[src/rtl/core/wet_dry_mixer_soft_mute_defines.svh]
// ----------------------------------------------------------------------------
// Wet/dry mixer assertion macros
// Concurrent checks on clk with reset rst_n; empty when SYNTH is defined.
// ----------------------------------------------------------------------------
`ifndef WET_DRY_MIXER_SOFT_MUTE_DEFINES_SVH
`define WET_DRY_MIXER_SOFT_MUTE_DEFINES_SVH
`ifndef SYNTH
// check in the same cycle
`define WDM_ASSERT_SAME(lbl, ante, cons, msg) \
  lbl: assert property (@(posedge clk) disable iff (!rst_n) (ante) |-> (cons)) \
    else $error(msg);
// check in the next cycle
`define WDM_ASSERT_NEXT(lbl, ante, cons, msg) \
  lbl: assert property (@(posedge clk) disable iff (!rst_n) (ante) |=> (cons)) \
    else $error(msg);
`else
`define WDM_ASSERT_SAME(lbl, ante, cons, msg)
`define WDM_ASSERT_NEXT(lbl, ante, cons, msg)
`endif
`endif

[src/rtl/core/wdm_pkg.sv]
// ----------------------------------------------------------------------------
// Wet/dry mixer package
// Word types, command and status bundles, constants and helpers.
// ----------------------------------------------------------------------------
package wdm_pkg;

  localparam int SAMPLE_W   = 16;
  localparam int GAIN_W     = 12;
  localparam int PEAK_W     = 15;
  localparam int LEVEL_W    = 10;
  localparam int RAMP_W     = 28;
  localparam int RAMP_FRAC  = 16;
  localparam int PROD_W     = 29;
  localparam int SLOPE_W    = 29;
  localparam int QUO_W      = 28;
  localparam int RECIP_W    = 30;

  localparam logic [GAIN_W-1:0]    GAIN_FULL    = 12'hfff;
  localparam logic [LEVEL_W-1:0]   FADE_FULL    = 10'd512;

  typedef struct packed {
    logic signed [SAMPLE_W-1:0] dry_left;
    logic signed [SAMPLE_W-1:0] dry_right;
    logic signed [SAMPLE_W-1:0] wet_left;
    logic signed [SAMPLE_W-1:0] wet_right;
    logic [GAIN_W-1:0]          wet_gain_target;
    logic                       mute_request;
    logic [3:0]                 level_clear_mask;
  } wdm_in_t;

  typedef struct packed {
    logic signed [SAMPLE_W-1:0] out_left;
    logic signed [SAMPLE_W-1:0] out_right;
    logic [PEAK_W-1:0]          peak_in_left;
    logic [PEAK_W-1:0]          peak_in_right;
    logic [PEAK_W-1:0]          peak_out_left;
    logic [PEAK_W-1:0]          peak_out_right;
    logic [1:0]                 mute_phase;
  } wdm_out_t;

  typedef enum logic [1:0] {
    PH_PASS     = 2'd0,
    PH_FADE_OUT = 2'd1,
    PH_MUTED    = 2'd2,
    PH_FADE_IN  = 2'd3
  } mute_phase_t;

  typedef enum logic [2:0] {
    MS_WL_G,
    MS_DL_D,
    MS_WR_G,
    MS_DR_D,
    MS_OL_F,
    MS_OR_F
  } mul_sel_t;

  typedef enum logic [3:0] {
    ST_IDLE,
    ST_START,
    ST_DIV,
    ST_GAIN,
    ST_ML_A,
    ST_ML_B,
    ST_ML_C,
    ST_MR_B,
    ST_MR_C,
    ST_FD_L,
    ST_FD_R,
    ST_FD_W,
    ST_MUTE,
    ST_FIN
  } ctrl_state_t;

  typedef struct packed {
    logic     capture;
    logic     blk_start;
    logic     div_step;
    logic     gain_step;
    mul_sel_t mul_sel;
    logic     acc_load;
    logic     mix_l_wr;
    logic     mix_r_wr;
    logic     fade_l_wr;
    logic     fade_r_wr;
    logic     mute_zero;
    logic     finish;
  } wdm_cmd_t;

  typedef struct packed {
    logic pos_zero;
    logic fading;
    logic muted;
    logic out_free;
  } wdm_sts_t;

  function automatic logic signed [SAMPLE_W-1:0] sat16(input logic signed [19:0] x);
    if (x > 20'sd32767) begin
      return 16'sh7fff;
    end else if (x < -20'sd32768) begin
      return 16'sh8000;
    end else begin
      return x[SAMPLE_W-1:0];
    end
  endfunction

  // |s| with full-scale negative held at 32767
  function automatic logic [PEAK_W-1:0] abs_sat15(input logic signed [SAMPLE_W-1:0] s);
    logic [SAMPLE_W-1:0] n;
    n = -s;
    if (s == 16'sh8000) begin
      return 15'h7fff;
    end else if (s[SAMPLE_W-1]) begin
      return n[PEAK_W-1:0];
    end else begin
      return s[PEAK_W-1:0];
    end
  endfunction

  function automatic logic [PEAK_W-1:0] max15(input logic [PEAK_W-1:0] a,
                                              input logic [PEAK_W-1:0] b);
    return (a > b) ? a : b;
  endfunction

endpackage

[src/rtl/core/wet_dry_mixer_soft_mute.sv]
// ----------------------------------------------------------------------------
// Wet/dry crossfade mixer with soft mute
// Stereo wet/dry mix with a per-block gain ramp, soft mute and peak meters.
// ----------------------------------------------------------------------------
// The first frame of each block adds the block setup steps (slope
//   magnitude by reciprocal multiply, then sign). Frames do not overlap in
//   the sequencer: a new input word is taken only while it is idle, and all
//   mix and fade passes use the single shared 16x13 multiplier.
// Reset (rst_n low, synchronous): ramp, slope and target cleared, block
//   position at 0, soft mute in the muted phase, all meters cleared.
// ----------------------------------------------------------------------------
module wet_dry_mixer_soft_mute
  import wdm_pkg::*;
#(
  parameter int BLOCK_LEN = 256
) (
  input  logic     clk,
  input  logic     rst_n,
  input  logic     in_valid,
  output logic     in_stall,
  input  wdm_in_t  in_data,
  output logic     out_valid,
  input  logic     out_stall,
  output wdm_out_t out_data
);

  // Commands flow from the sequencer to the datapath, status flows back.
  wdm_cmd_t cmd;
  wdm_sts_t sts;

  // Sequencer: takes a word only when idle, then walks the frame through
  // block setup and the slope step (first frame of a block only), the gain
  // step, four multiplier passes for the mix, an optional two-pass fade or
  // a mute clear, and finally the output load, which waits for the output
  // register to be free. The output register lets the next word be taken
  // while a finished word still waits downstream.
  wdm_ctrl u_ctrl (
    .clk      (clk),
    .rst_n    (rst_n),
    .in_valid (in_valid),
    .in_stall (in_stall),
    .sts      (sts),
    .cmd      (cmd)
  );

  // Datapath: holds the captured word, the 28-bit gain ramp with 16
  // fraction bits, the signed slope from the reciprocal multiply, the shared
  // multiplier with its product and accumulator registers, the soft mute
  // phase and level, the four peak meters and the output register.
  wdm_datapath #(
    .BLOCK_LEN (BLOCK_LEN)
  ) u_datapath (
    .clk       (clk),
    .rst_n     (rst_n),
    .in_data   (in_data),
    .cmd       (cmd),
    .sts       (sts),
    .out_stall (out_stall),
    .out_valid (out_valid),
    .out_data  (out_data)
  );

endmodule

[src/rtl/core/wdm_ctrl.sv]
// ----------------------------------------------------------------------------
// Wet/dry mixer controller
// Sequences one frame through setup, divide, gain, mix, fade or mute, and output steps.
// ----------------------------------------------------------------------------
module wdm_ctrl
  import wdm_pkg::*;
(
  input  logic     clk,
  input  logic     rst_n,
  input  logic     in_valid,
  output logic     in_stall,
  input  wdm_sts_t sts,
  output wdm_cmd_t cmd
);

  ctrl_state_t state_r;
  ctrl_state_t state_nxt;

  always_ff @(posedge clk) begin
    if (!rst_n) begin
      state_r <= ST_IDLE;
    end else begin
      state_r <= state_nxt;
    end
  end

  always_comb begin
    state_nxt   = state_r;
    cmd         = '0;
    cmd.mul_sel = MS_WL_G;
    unique case (state_r)
      ST_IDLE: begin
        if (in_valid) begin
          cmd.capture = 1'b1;
          state_nxt   = sts.pos_zero ? ST_START : ST_GAIN;
        end
      end
      ST_START: begin
        cmd.blk_start = 1'b1;
        state_nxt     = ST_DIV;
      end
      ST_DIV: begin
        cmd.div_step = 1'b1;
        state_nxt    = ST_GAIN;
      end
      ST_GAIN: begin
        cmd.gain_step = 1'b1;
        state_nxt     = ST_ML_A;
      end
      ST_ML_A: begin
        cmd.mul_sel = MS_WL_G;
        state_nxt   = ST_ML_B;
      end
      ST_ML_B: begin
        cmd.mul_sel  = MS_DL_D;
        cmd.acc_load = 1'b1;
        state_nxt    = ST_ML_C;
      end
      ST_ML_C: begin
        cmd.mul_sel  = MS_WR_G;
        cmd.mix_l_wr = 1'b1;
        state_nxt    = ST_MR_B;
      end
      ST_MR_B: begin
        cmd.mul_sel  = MS_DR_D;
        cmd.acc_load = 1'b1;
        state_nxt    = ST_MR_C;
      end
      ST_MR_C: begin
        cmd.mix_r_wr = 1'b1;
        if (sts.fading) begin
          state_nxt = ST_FD_L;
        end else if (sts.muted) begin
          state_nxt = ST_MUTE;
        end else begin
          state_nxt = ST_FIN;
        end
      end
      ST_FD_L: begin
        cmd.mul_sel = MS_OL_F;
        state_nxt   = ST_FD_R;
      end
      ST_FD_R: begin
        cmd.mul_sel   = MS_OR_F;
        cmd.fade_l_wr = 1'b1;
        state_nxt     = ST_FD_W;
      end
      ST_FD_W: begin
        cmd.fade_r_wr = 1'b1;
        state_nxt     = ST_FIN;
      end
      ST_MUTE: begin
        cmd.mute_zero = 1'b1;
        state_nxt     = ST_FIN;
      end
      ST_FIN: begin
        if (sts.out_free) begin
          cmd.finish = 1'b1;
          state_nxt  = ST_IDLE;
        end
      end
      default: begin
        state_nxt = ST_IDLE;
      end
    endcase
  end

  assign in_stall = (state_r != ST_IDLE);

endmodule

[src/rtl/core/wdm_datapath.sv]
// ----------------------------------------------------------------------------
// Wet/dry mixer datapath
// Gain ramp, slope reciprocal, shared multiplier, soft mute, meters, output word.
// ----------------------------------------------------------------------------
`include "wet_dry_mixer_soft_mute_defines.svh"

module wdm_datapath
  import wdm_pkg::*;
#(
  parameter int BLOCK_LEN = 256
) (
  input  logic     clk,
  input  logic     rst_n,
  input  wdm_in_t  in_data,
  input  wdm_cmd_t cmd,
  output wdm_sts_t sts,
  input  logic     out_stall,
  output logic     out_valid,
  output wdm_out_t out_data
);

  localparam int POS_W    = (BLOCK_LEN > 1) ? $clog2(BLOCK_LEN) : 1;
  localparam int RECIP_SH = RAMP_W + $clog2(BLOCK_LEN);
  localparam int QUO_SH   = RECIP_SH - RAMP_FRAC;
  localparam logic [POS_W-1:0] POS_LAST = POS_W'(BLOCK_LEN - 1);
  localparam logic [63:0] RECIP_WIDE =
    ((64'd1 << RECIP_SH) + 64'(BLOCK_LEN) - 64'd1) / 64'(BLOCK_LEN);
  localparam logic [RECIP_W-1:0] RECIP_M = RECIP_WIDE[RECIP_W-1:0];

  wdm_in_t                     in_r;
  logic [POS_W-1:0]            pos_r;
  logic [RAMP_W-1:0]           ramp_r;
  logic signed [SLOPE_W-1:0]   slope_r;
  logic [GAIN_W-1:0]           last_tgt_r;
  logic                        div_neg_r;
  logic [QUO_W-1:0]            quo_r;
  logic [GAIN_W-1:0]           g_r;
  logic [GAIN_W-1:0]           d_r;
  logic signed [PROD_W-1:0]    prod_r;
  logic signed [PROD_W-1:0]    acc_r;
  logic signed [SAMPLE_W-1:0]  ol_r;
  logic signed [SAMPLE_W-1:0]  or_r;
  mute_phase_t                 phase_r;
  logic [LEVEL_W-1:0]          lvl_r;
  logic [PEAK_W-1:0]           peak_r [4];
  logic                        out_valid_r;
  wdm_out_t                    out_data_r;

  logic                        diff_neg;
  logic [GAIN_W-1:0]           diff_mag;
  logic [GAIN_W+RECIP_W-1:0]   slope_prod;
  logic [GAIN_W+RECIP_W-1:0]   slope_shf;
  logic [QUO_W-1:0]            quo_nxt;
  logic signed [SLOPE_W-1:0]   slope_nxt;
  logic signed [SAMPLE_W-1:0]  op_a;
  logic signed [12:0]          op_b;
  logic signed [PROD_W-1:0]    prod_nxt;
  logic signed [PROD_W:0]      mix_sum;
  logic signed [SAMPLE_W-1:0]  mix_sat;
  logic signed [SAMPLE_W-1:0]  fade_sat;
  mute_phase_t                 phase_nxt;
  logic [LEVEL_W-1:0]          lvl_nxt;
  logic [LEVEL_W-1:0]          lvl_dec;
  logic [LEVEL_W-1:0]          lvl_inc;
  logic [PEAK_W-1:0]           pk_out_l;
  logic [PEAK_W-1:0]           pk_out_r;
  logic                        out_free;

  // slope setup: magnitude of the target step, sign kept apart
  assign diff_neg = (in_r.wet_gain_target < last_tgt_r);
  assign diff_mag = diff_neg ? (last_tgt_r - in_r.wet_gain_target)
                             : (in_r.wet_gain_target - last_tgt_r);

  // slope magnitude floor(diff * 2^16 / BLOCK_LEN) by a reciprocal multiply,
  // exact for every dividend below 2^28
  assign slope_prod = diff_mag * RECIP_M;
  assign slope_shf  = slope_prod >> QUO_SH;
  assign quo_nxt    = slope_shf[QUO_W-1:0];
  assign slope_nxt  = div_neg_r ? -$signed({1'b0, quo_r}) : $signed({1'b0, quo_r});

  // shared multiplier operand select
  always_comb begin
    unique case (cmd.mul_sel)
      MS_WL_G: begin
        op_a = in_r.wet_left;
        op_b = $signed({1'b0, g_r});
      end
      MS_DL_D: begin
        op_a = in_r.dry_left;
        op_b = $signed({1'b0, d_r});
      end
      MS_WR_G: begin
        op_a = in_r.wet_right;
        op_b = $signed({1'b0, g_r});
      end
      MS_DR_D: begin
        op_a = in_r.dry_right;
        op_b = $signed({1'b0, d_r});
      end
      MS_OL_F: begin
        op_a = ol_r;
        op_b = $signed({3'b000, lvl_r});
      end
      MS_OR_F: begin
        op_a = or_r;
        op_b = $signed({3'b000, lvl_r});
      end
      default: begin
        op_a = '0;
        op_b = '0;
      end
    endcase
  end

  assign prod_nxt = op_a * op_b;
  assign mix_sum  = {acc_r[PROD_W-1], acc_r} + {prod_r[PROD_W-1], prod_r};
  assign mix_sat  = sat16({{2{mix_sum[PROD_W]}}, mix_sum[PROD_W:12]});
  assign fade_sat = sat16(prod_r[PROD_W-1:9]);

  // mute phase: request taken before mixing, level stepped after scaling
  assign lvl_dec = lvl_r - 1'b1;
  assign lvl_inc = lvl_r + 1'b1;

  always_comb begin
    phase_nxt = phase_r;
    lvl_nxt   = lvl_r;
    if (cmd.gain_step) begin
      if ((phase_r == PH_PASS) && in_r.mute_request) begin
        phase_nxt = PH_FADE_OUT;
        lvl_nxt   = FADE_FULL;
      end else if ((phase_r == PH_MUTED) && !in_r.mute_request) begin
        phase_nxt = PH_FADE_IN;
        lvl_nxt   = '0;
      end
    end else if (cmd.fade_r_wr) begin
      if (phase_r == PH_FADE_OUT) begin
        lvl_nxt = lvl_dec;
        if (lvl_dec == '0) begin
          phase_nxt = PH_MUTED;
        end
      end else if (phase_r == PH_FADE_IN) begin
        lvl_nxt = lvl_inc;
        if (lvl_inc == FADE_FULL) begin
          phase_nxt = PH_PASS;
          lvl_nxt   = '0;
        end
      end
    end
  end

  assign pk_out_l = max15(peak_r[2], abs_sat15(ol_r));
  assign pk_out_r = max15(peak_r[3], abs_sat15(or_r));
  assign out_free = !out_valid_r || !out_stall;

  // control state and meters
  always_ff @(posedge clk) begin
    if (!rst_n) begin
      pos_r       <= '0;
      ramp_r      <= '0;
      slope_r     <= '0;
      last_tgt_r  <= '0;
      phase_r     <= PH_MUTED;
      lvl_r       <= '0;
      out_valid_r <= 1'b0;
      for (int i = 0; i < 4; i++) begin
        peak_r[i] <= '0;
      end
    end else begin
      phase_r <= phase_nxt;
      lvl_r   <= lvl_nxt;
      if (cmd.blk_start) begin
        ramp_r     <= {last_tgt_r, {RAMP_FRAC{1'b0}}};
        last_tgt_r <= in_r.wet_gain_target;
      end else if (cmd.div_step) begin
        slope_r <= slope_nxt;
      end else if (cmd.gain_step) begin
        ramp_r    <= ramp_r + slope_r[RAMP_W-1:0];
        pos_r     <= (pos_r == POS_LAST) ? '0 : pos_r + 1'b1;
        peak_r[0] <= max15(peak_r[0], abs_sat15(in_r.dry_left));
        peak_r[1] <= max15(peak_r[1], abs_sat15(in_r.dry_right));
      end
      if (cmd.finish) begin
        out_valid_r <= 1'b1;
        peak_r[0]   <= in_r.level_clear_mask[0] ? '0 : peak_r[0];
        peak_r[1]   <= in_r.level_clear_mask[1] ? '0 : peak_r[1];
        peak_r[2]   <= in_r.level_clear_mask[2] ? '0 : pk_out_l;
        peak_r[3]   <= in_r.level_clear_mask[3] ? '0 : pk_out_r;
      end else if (out_valid_r && !out_stall) begin
        out_valid_r <= 1'b0;
      end
    end
  end

  // payload
  always_ff @(posedge clk) begin
    prod_r <= prod_nxt;
    if (cmd.capture) begin
      in_r <= in_data;
    end
    if (cmd.blk_start) begin
      div_neg_r <= diff_neg;
      quo_r     <= quo_nxt;
    end
    if (cmd.gain_step) begin
      g_r <= ramp_r[RAMP_W-1:RAMP_FRAC];
      d_r <= GAIN_FULL - ramp_r[RAMP_W-1:RAMP_FRAC];
    end
    if (cmd.acc_load) begin
      acc_r <= prod_r;
    end
    if (cmd.mix_l_wr) begin
      ol_r <= mix_sat;
    end else if (cmd.fade_l_wr) begin
      ol_r <= fade_sat;
    end else if (cmd.mute_zero) begin
      ol_r <= '0;
    end
    if (cmd.mix_r_wr) begin
      or_r <= mix_sat;
    end else if (cmd.fade_r_wr) begin
      or_r <= fade_sat;
    end else if (cmd.mute_zero) begin
      or_r <= '0;
    end
    if (cmd.finish) begin
      out_data_r.out_left       <= ol_r;
      out_data_r.out_right      <= or_r;
      out_data_r.peak_in_left   <= peak_r[0];
      out_data_r.peak_in_right  <= peak_r[1];
      out_data_r.peak_out_left  <= pk_out_l;
      out_data_r.peak_out_right <= pk_out_r;
      out_data_r.mute_phase     <= phase_r;
    end
  end

  assign sts.pos_zero = (pos_r == '0);
  assign sts.fading   = (phase_r == PH_FADE_OUT) || (phase_r == PH_FADE_IN);
  assign sts.muted    = (phase_r == PH_MUTED);
  assign sts.out_free = out_free;

  assign out_valid = out_valid_r;
  assign out_data  = out_data_r;

  `WDM_ASSERT_SAME(a_lvl_range, 1'b1, lvl_r <= FADE_FULL, "fade level above full scale")
  `WDM_ASSERT_SAME(a_lvl_idle, !sts.fading, lvl_r == '0, "fade level set outside a fade")
  `WDM_ASSERT_NEXT(a_div_follows, cmd.blk_start, cmd.div_step, "slope not set after start")
  `WDM_ASSERT_SAME(a_finish_free, cmd.finish, !out_valid_r || !out_stall, "output overwritten")

endmodule
[config.mk]
export PLATFORM = sky130hd
export DESIGN_NAME = wet_dry_mixer_soft_mute
export DESIGN_NICKNAME = d
export VERILOG_FILES = /design/src/rtl/core/wdm_pkg.sv /design/src/rtl/core/wet_dry_mixer_soft_mute.sv /design/src/rtl/core/wdm_ctrl.sv /design/src/rtl/core/wdm_datapath.sv
export VERILOG_INCLUDE_DIRS = /design/src /design/src/rtl/core
export SDC_FILE = /design/constraint.sdc
export NUM_CORES = 1
export LEC_CHECK = 0
export BUFFER_PORTS_ARGS = -buffer_cell sky130_fd_sc_hd__buf_2
export CAP_MARGIN = 10
export CORE_MARGIN = 2
export CORE_UTILIZATION = 62
export DETAILED_ROUTE_END_ITERATION = 10
export GPL_TIMING_DRIVEN = 0
export PLACE_DENSITY = 0.83
export SLEW_MARGIN = 30
export SYNTH_ARGS = -nofsm -noshare
export SYNTH_HDL_FRONTEND = slang
export SYNTH_SLANG_ARGS = --single-unit
[constraint.sdc]
create_clock -name clk -period 11.3 [get_ports clk]
set_input_delay 0.565 -clock clk [delete_from_list [all_inputs] [get_ports clk]]
set_output_delay 0.565 -clock clk [all_outputs]
set_load 0.02 [all_outputs]
==> results.cfg <==
[clock_network]
cts_tree = built
cts_made_buffers = 47
clkSlewWorstSetupHoldPaths_ns = 0.06
cts.sink_count = 439
clk-insertion-delay-late_ns = 0.60
cts.htree.levels = 2
post_cts_resized = 0
post-cts-setup-buffer-count = 0
clock_path_buffers = 3
ctsHoldBuffers = 0
ctsRootBufferMaster = sky130_fd_sc_hd__clkbuf_16

[cells_and_area]
multiInputGateArea_um2 = 15800
layout.cells.most_common = sky130_fd_sc_hd__inv_1
final_layout_size_suffix_gt1_share_pct = 11.52
final_nets = 3630
flow.area_growth_from_synthesis_pct = 12.28
final_cell_mix = sky130_fd_sc_hd__inv_1 (338), sky130_fd_sc_hd__edfxtp_1 (333), sky130_fd_sc_hd__nor2_1 (278), sky130_fd_sc_hd__nand2_1 (261), sky130_fd_sc_hd__ha_1 (207)
postLayoutCoreUtil_pct = 70.12
area.sequential_um2 = 12120
antenna_cells_inserted = 0
num-fill-cells = 3523

[detailed_routing]
vias_per_cell = 6.120
routed_wl_um = 80450
detail_route.iter0.violations = 2492
route.met3.wl_um = 6398
drt_first_pass_iters = 6
met1Wirelength_um = 31470
routed-via-count = 23320
ant_nets = 0
top_layer_used = met4
wl_per_cell_um = 21.12
detail_route.drc_violations = 0
met2RoutedLength_um = 39290

[floorplanning]
design.core.area_um2 = 47450
start_util_pct = 62.46
placement_rows = 80
floorplan.die.width_um = 222.6
die_height_um = 222.6
die-area_um2 = 49560
num_io_pins = 181

[synthesis]
post-synth-top-area-fraction_pct = 33.75
netlist_area_um2 = 29630
ys_warn_count = 0
async_reset_ff_share_pct = 0
synth_area_per_cell_um2 = 10.24
yosys.area.top_type = sky130_fd_sc_hd__edfxtp_1
synth.area.top_cells = sky130_fd_sc_hd__edfxtp_1 (34%), sky130_fd_sc_hd__fa_1 (12%), sky130_fd_sc_hd__ha_1 (8.7%), sky130_fd_sc_hd__dfxtp_1 (7.2%), sky130_fd_sc_hd__inv_1 (4.3%)
synth_ff_type = sky130_fd_sc_hd__edfxtp_1
synth.yosys.seq_area_share_pct = 40.91
postSynthCellCount = 2895
post_synth_num_cell_types = 85
postSynthNetCount = 3368
postSynthRegisterBits = 439
synth_edf_count = 333

[global_routing]
grt_first_pass_wirelength_um = 126300
via_count_of_the_first_global_routing_pass = 23570
gr-usage-all-layers_pct = 32.61
initial_antenna_violation_count = 0
pin_count_of_the_biggest_net_entering_global_routing = 51
grt.overflow.total = 0

[worst_setup_path]
cp-start-kind = flop
endpoint_class_of_the_critical_path = flop
criticalPathCategory = reg -> reg
worstPathMaxFanout = 10
timing.critical_path.slowest_stage_cell = sky130_fd_sc_hd__a221oi_1
crit_required_ns = 11.81
cp-startpoint = u_ctrl.state_r[0]
worst_path_most_repeated_cell = sky130_fd_sc_hd__fa_1
max_stage_delay_ns = 0.76
worstSetupEndpoint = u_datapath.prod_r[28]
worstRegToRegCells = 27
r2r-start = u_ctrl.state_r[0]
r2r_end = u_datapath.prod_r[28]
cp_data_arrival_time_ns = 9.16
setup_slack_reg_to_reg_ns = 2.65

[place]
post-place-ws_ns = 2.708
buffer_ports.inserted = 180
gpl.final_weighted_congestion = 0.9688
hpwl_dp_um = 63150

[outcome]
run_status = finished, final reports clean

[timing]
fin_hold_ws_ns = 0.1359
layout_worst_path_cycle_share_pct = 76.53
report.final.setup_viol = 0
timing.fmax_ghz = 0.1156
final.min_clock_period_ns = 8.648
rsz0062_at_grt = no
relSlewSlack_pct = 32.72
slew_viol_final = 0
clock_skew_ns = 0.02888
tightestPinTransition_ns = 1.009
layout_setup_ws_ns = 2.652
finalHoldViolations = 0
totalNegativeSetupSlack_ns = 0

[min_path]
hold_class = in -> reg

[run]
maxCapViolCount = 0
worst min path at each step:
stage               slack [ns]                  start                endpoint  cells past startpoint
floorplan                 0.41  u_datapath.phase_r[0]  u_datapath.out_data[0]                      0
global placement          0.42   u_datapath.prod_r[4]     u_datapath.acc_r[4]                      0
detailed placement        0.42   u_datapath.prod_r[5]     u_datapath.acc_r[5]                      0
CTS                       0.12             in_data[3]      u_datapath.in_r[3]                      1
global route              0.13             in_data[3]      u_datapath.in_r[3]                      1
finish                    0.14             in_data[3]      u_datapath.in_r[3]                      1
worst max-delay path: cells and delay by family, from the launching register on:
family | cells | cell delay (ns)
buffers and inverters | 7 | 1.48
DFF | 1 | 0.36
adders and majority gates | 6 | 3.20
AOI/OAI and AO/OA | 9 | 2.68
xor gates and xnor gates | 1 | 0.13
and+or+nand+nor | 4 | 0.69
layer usage:
| layer | vias to the layer above | global-route usage (%) |
|---|---|---|
| met3 | 228 | 5.766 |
| met5 | - | 0 |
| li1 | 10680 | - |
| met1 | 11340 | 41.24 |
| met2 | 1071 | 55.47 |
| met4 | 0 | 13.73 |
stage by stage:
step	instances	instance area (µm²)
final	3810	33270
after global routing	3810	33270
after CTS	3804	33240
after detailed placement	3717	31650
after global placement	3690	31300
after floorplan	2895	29630
area by class of cell:
cell class                 count  area share [%]
timing repair buffer         213           3.625
multi-input combinational   2001           47.49
sequential                   439           36.43
clock inverter                30           1.064
clock buffer                  57           3.708
buffer                       116           1.542
tap                          615           2.313
inverter                     339           3.825
cells in the mapped netlist (20+ instances only):
| cell | number |
|---|---|
| sky130_fd_sc_hd__nor3_1 | 30 |
| sky130_fd_sc_hd__nand3_1 | 48 |
| sky130_fd_sc_hd__o21ai_0 | 124 |
| sky130_fd_sc_hd__nor2b_1 | 20 |
| sky130_fd_sc_hd__nor2_1 | 280 |
| sky130_fd_sc_hd__dfxtp_1 | 106 |
| sky130_fd_sc_hd__edfxtp_1 | 333 |
| sky130_fd_sc_hd__a21oi_1 | 145 |
| sky130_fd_sc_hd__nand2b_1 | 24 |
| sky130_fd_sc_hd__nand2_1 | 261 |
| sky130_fd_sc_hd__o31ai_1 | 24 |
| sky130_fd_sc_hd__o211a_1 | 22 |
| sky130_fd_sc_hd__xnor2_1 | 99 |
| sky130_fd_sc_hd__a221oi_1 | 20 |
| sky130_fd_sc_hd__fa_1 | 181 |
| sky130_fd_sc_hd__a22oi_1 | 47 |
| sky130_fd_sc_hd__inv_1 | 338 |
| sky130_fd_sc_hd__a21o_1 | 44 |
| sky130_fd_sc_hd__ha_1 | 207 |
| sky130_fd_sc_hd__clkbuf_1 | 99 |
| sky130_fd_sc_hd__xor2_1 | 44 |
| sky130_fd_sc_hd__nand4_1 | 30 |
| sky130_fd_sc_hd__a211oi_1 | 39 |
| sky130_fd_sc_hd__o21a_1 | 58 |
sequential cells by signal (all words and copies together) (netlist names):
| name | cells |
|---|---|
| u_datapath.out_data | 94 |
| u_datapath.prod_r | 29 |
| u_datapath.g_r | 12 |
| u_datapath.in_r | 81 |
| u_datapath.peak_r | 60 |
| u_datapath.acc_r | 29 |
| u_datapath.lvl_r | 10 |
| u_ctrl.state_r | 4 |
| u_datapath.pos_r | 8 |
| u_datapath.ramp_r | 20 |
| u_datapath.last_tgt_r | 12 |
| u_datapath.div_neg_r | 1 |
| u_datapath.phase_r | 2 |
| u_datapath.quo_r | 12 |
| u_datapath.slope_r | 20 |
| u_datapath.d_r | 12 |
| u_datapath.ol_r | 16 |
| u_datapath.out_valid | 1 |
| u_datapath.or_r | 16 |
cell families (layout without fill, tap and decap cells):
logic type	count (synthesis)	in the layout	share of synthesized area (%)
adder cells (fa/ha/maj)	388	388	20.97
flip-flops	439	439	40.91
XOR/XNOR	143	143	4.227
multiplexers	15	15	0.5236
AND/OR/NAND/NOR	792	792	12.13
AO/OA/AOI/OAI	663	663	15.23
buffers and inverters	455	755	6.013
Power is left out: the tool's default activity adds up to more than one toggle a clock period on the data nets, which glitch-free logic cannot reach.
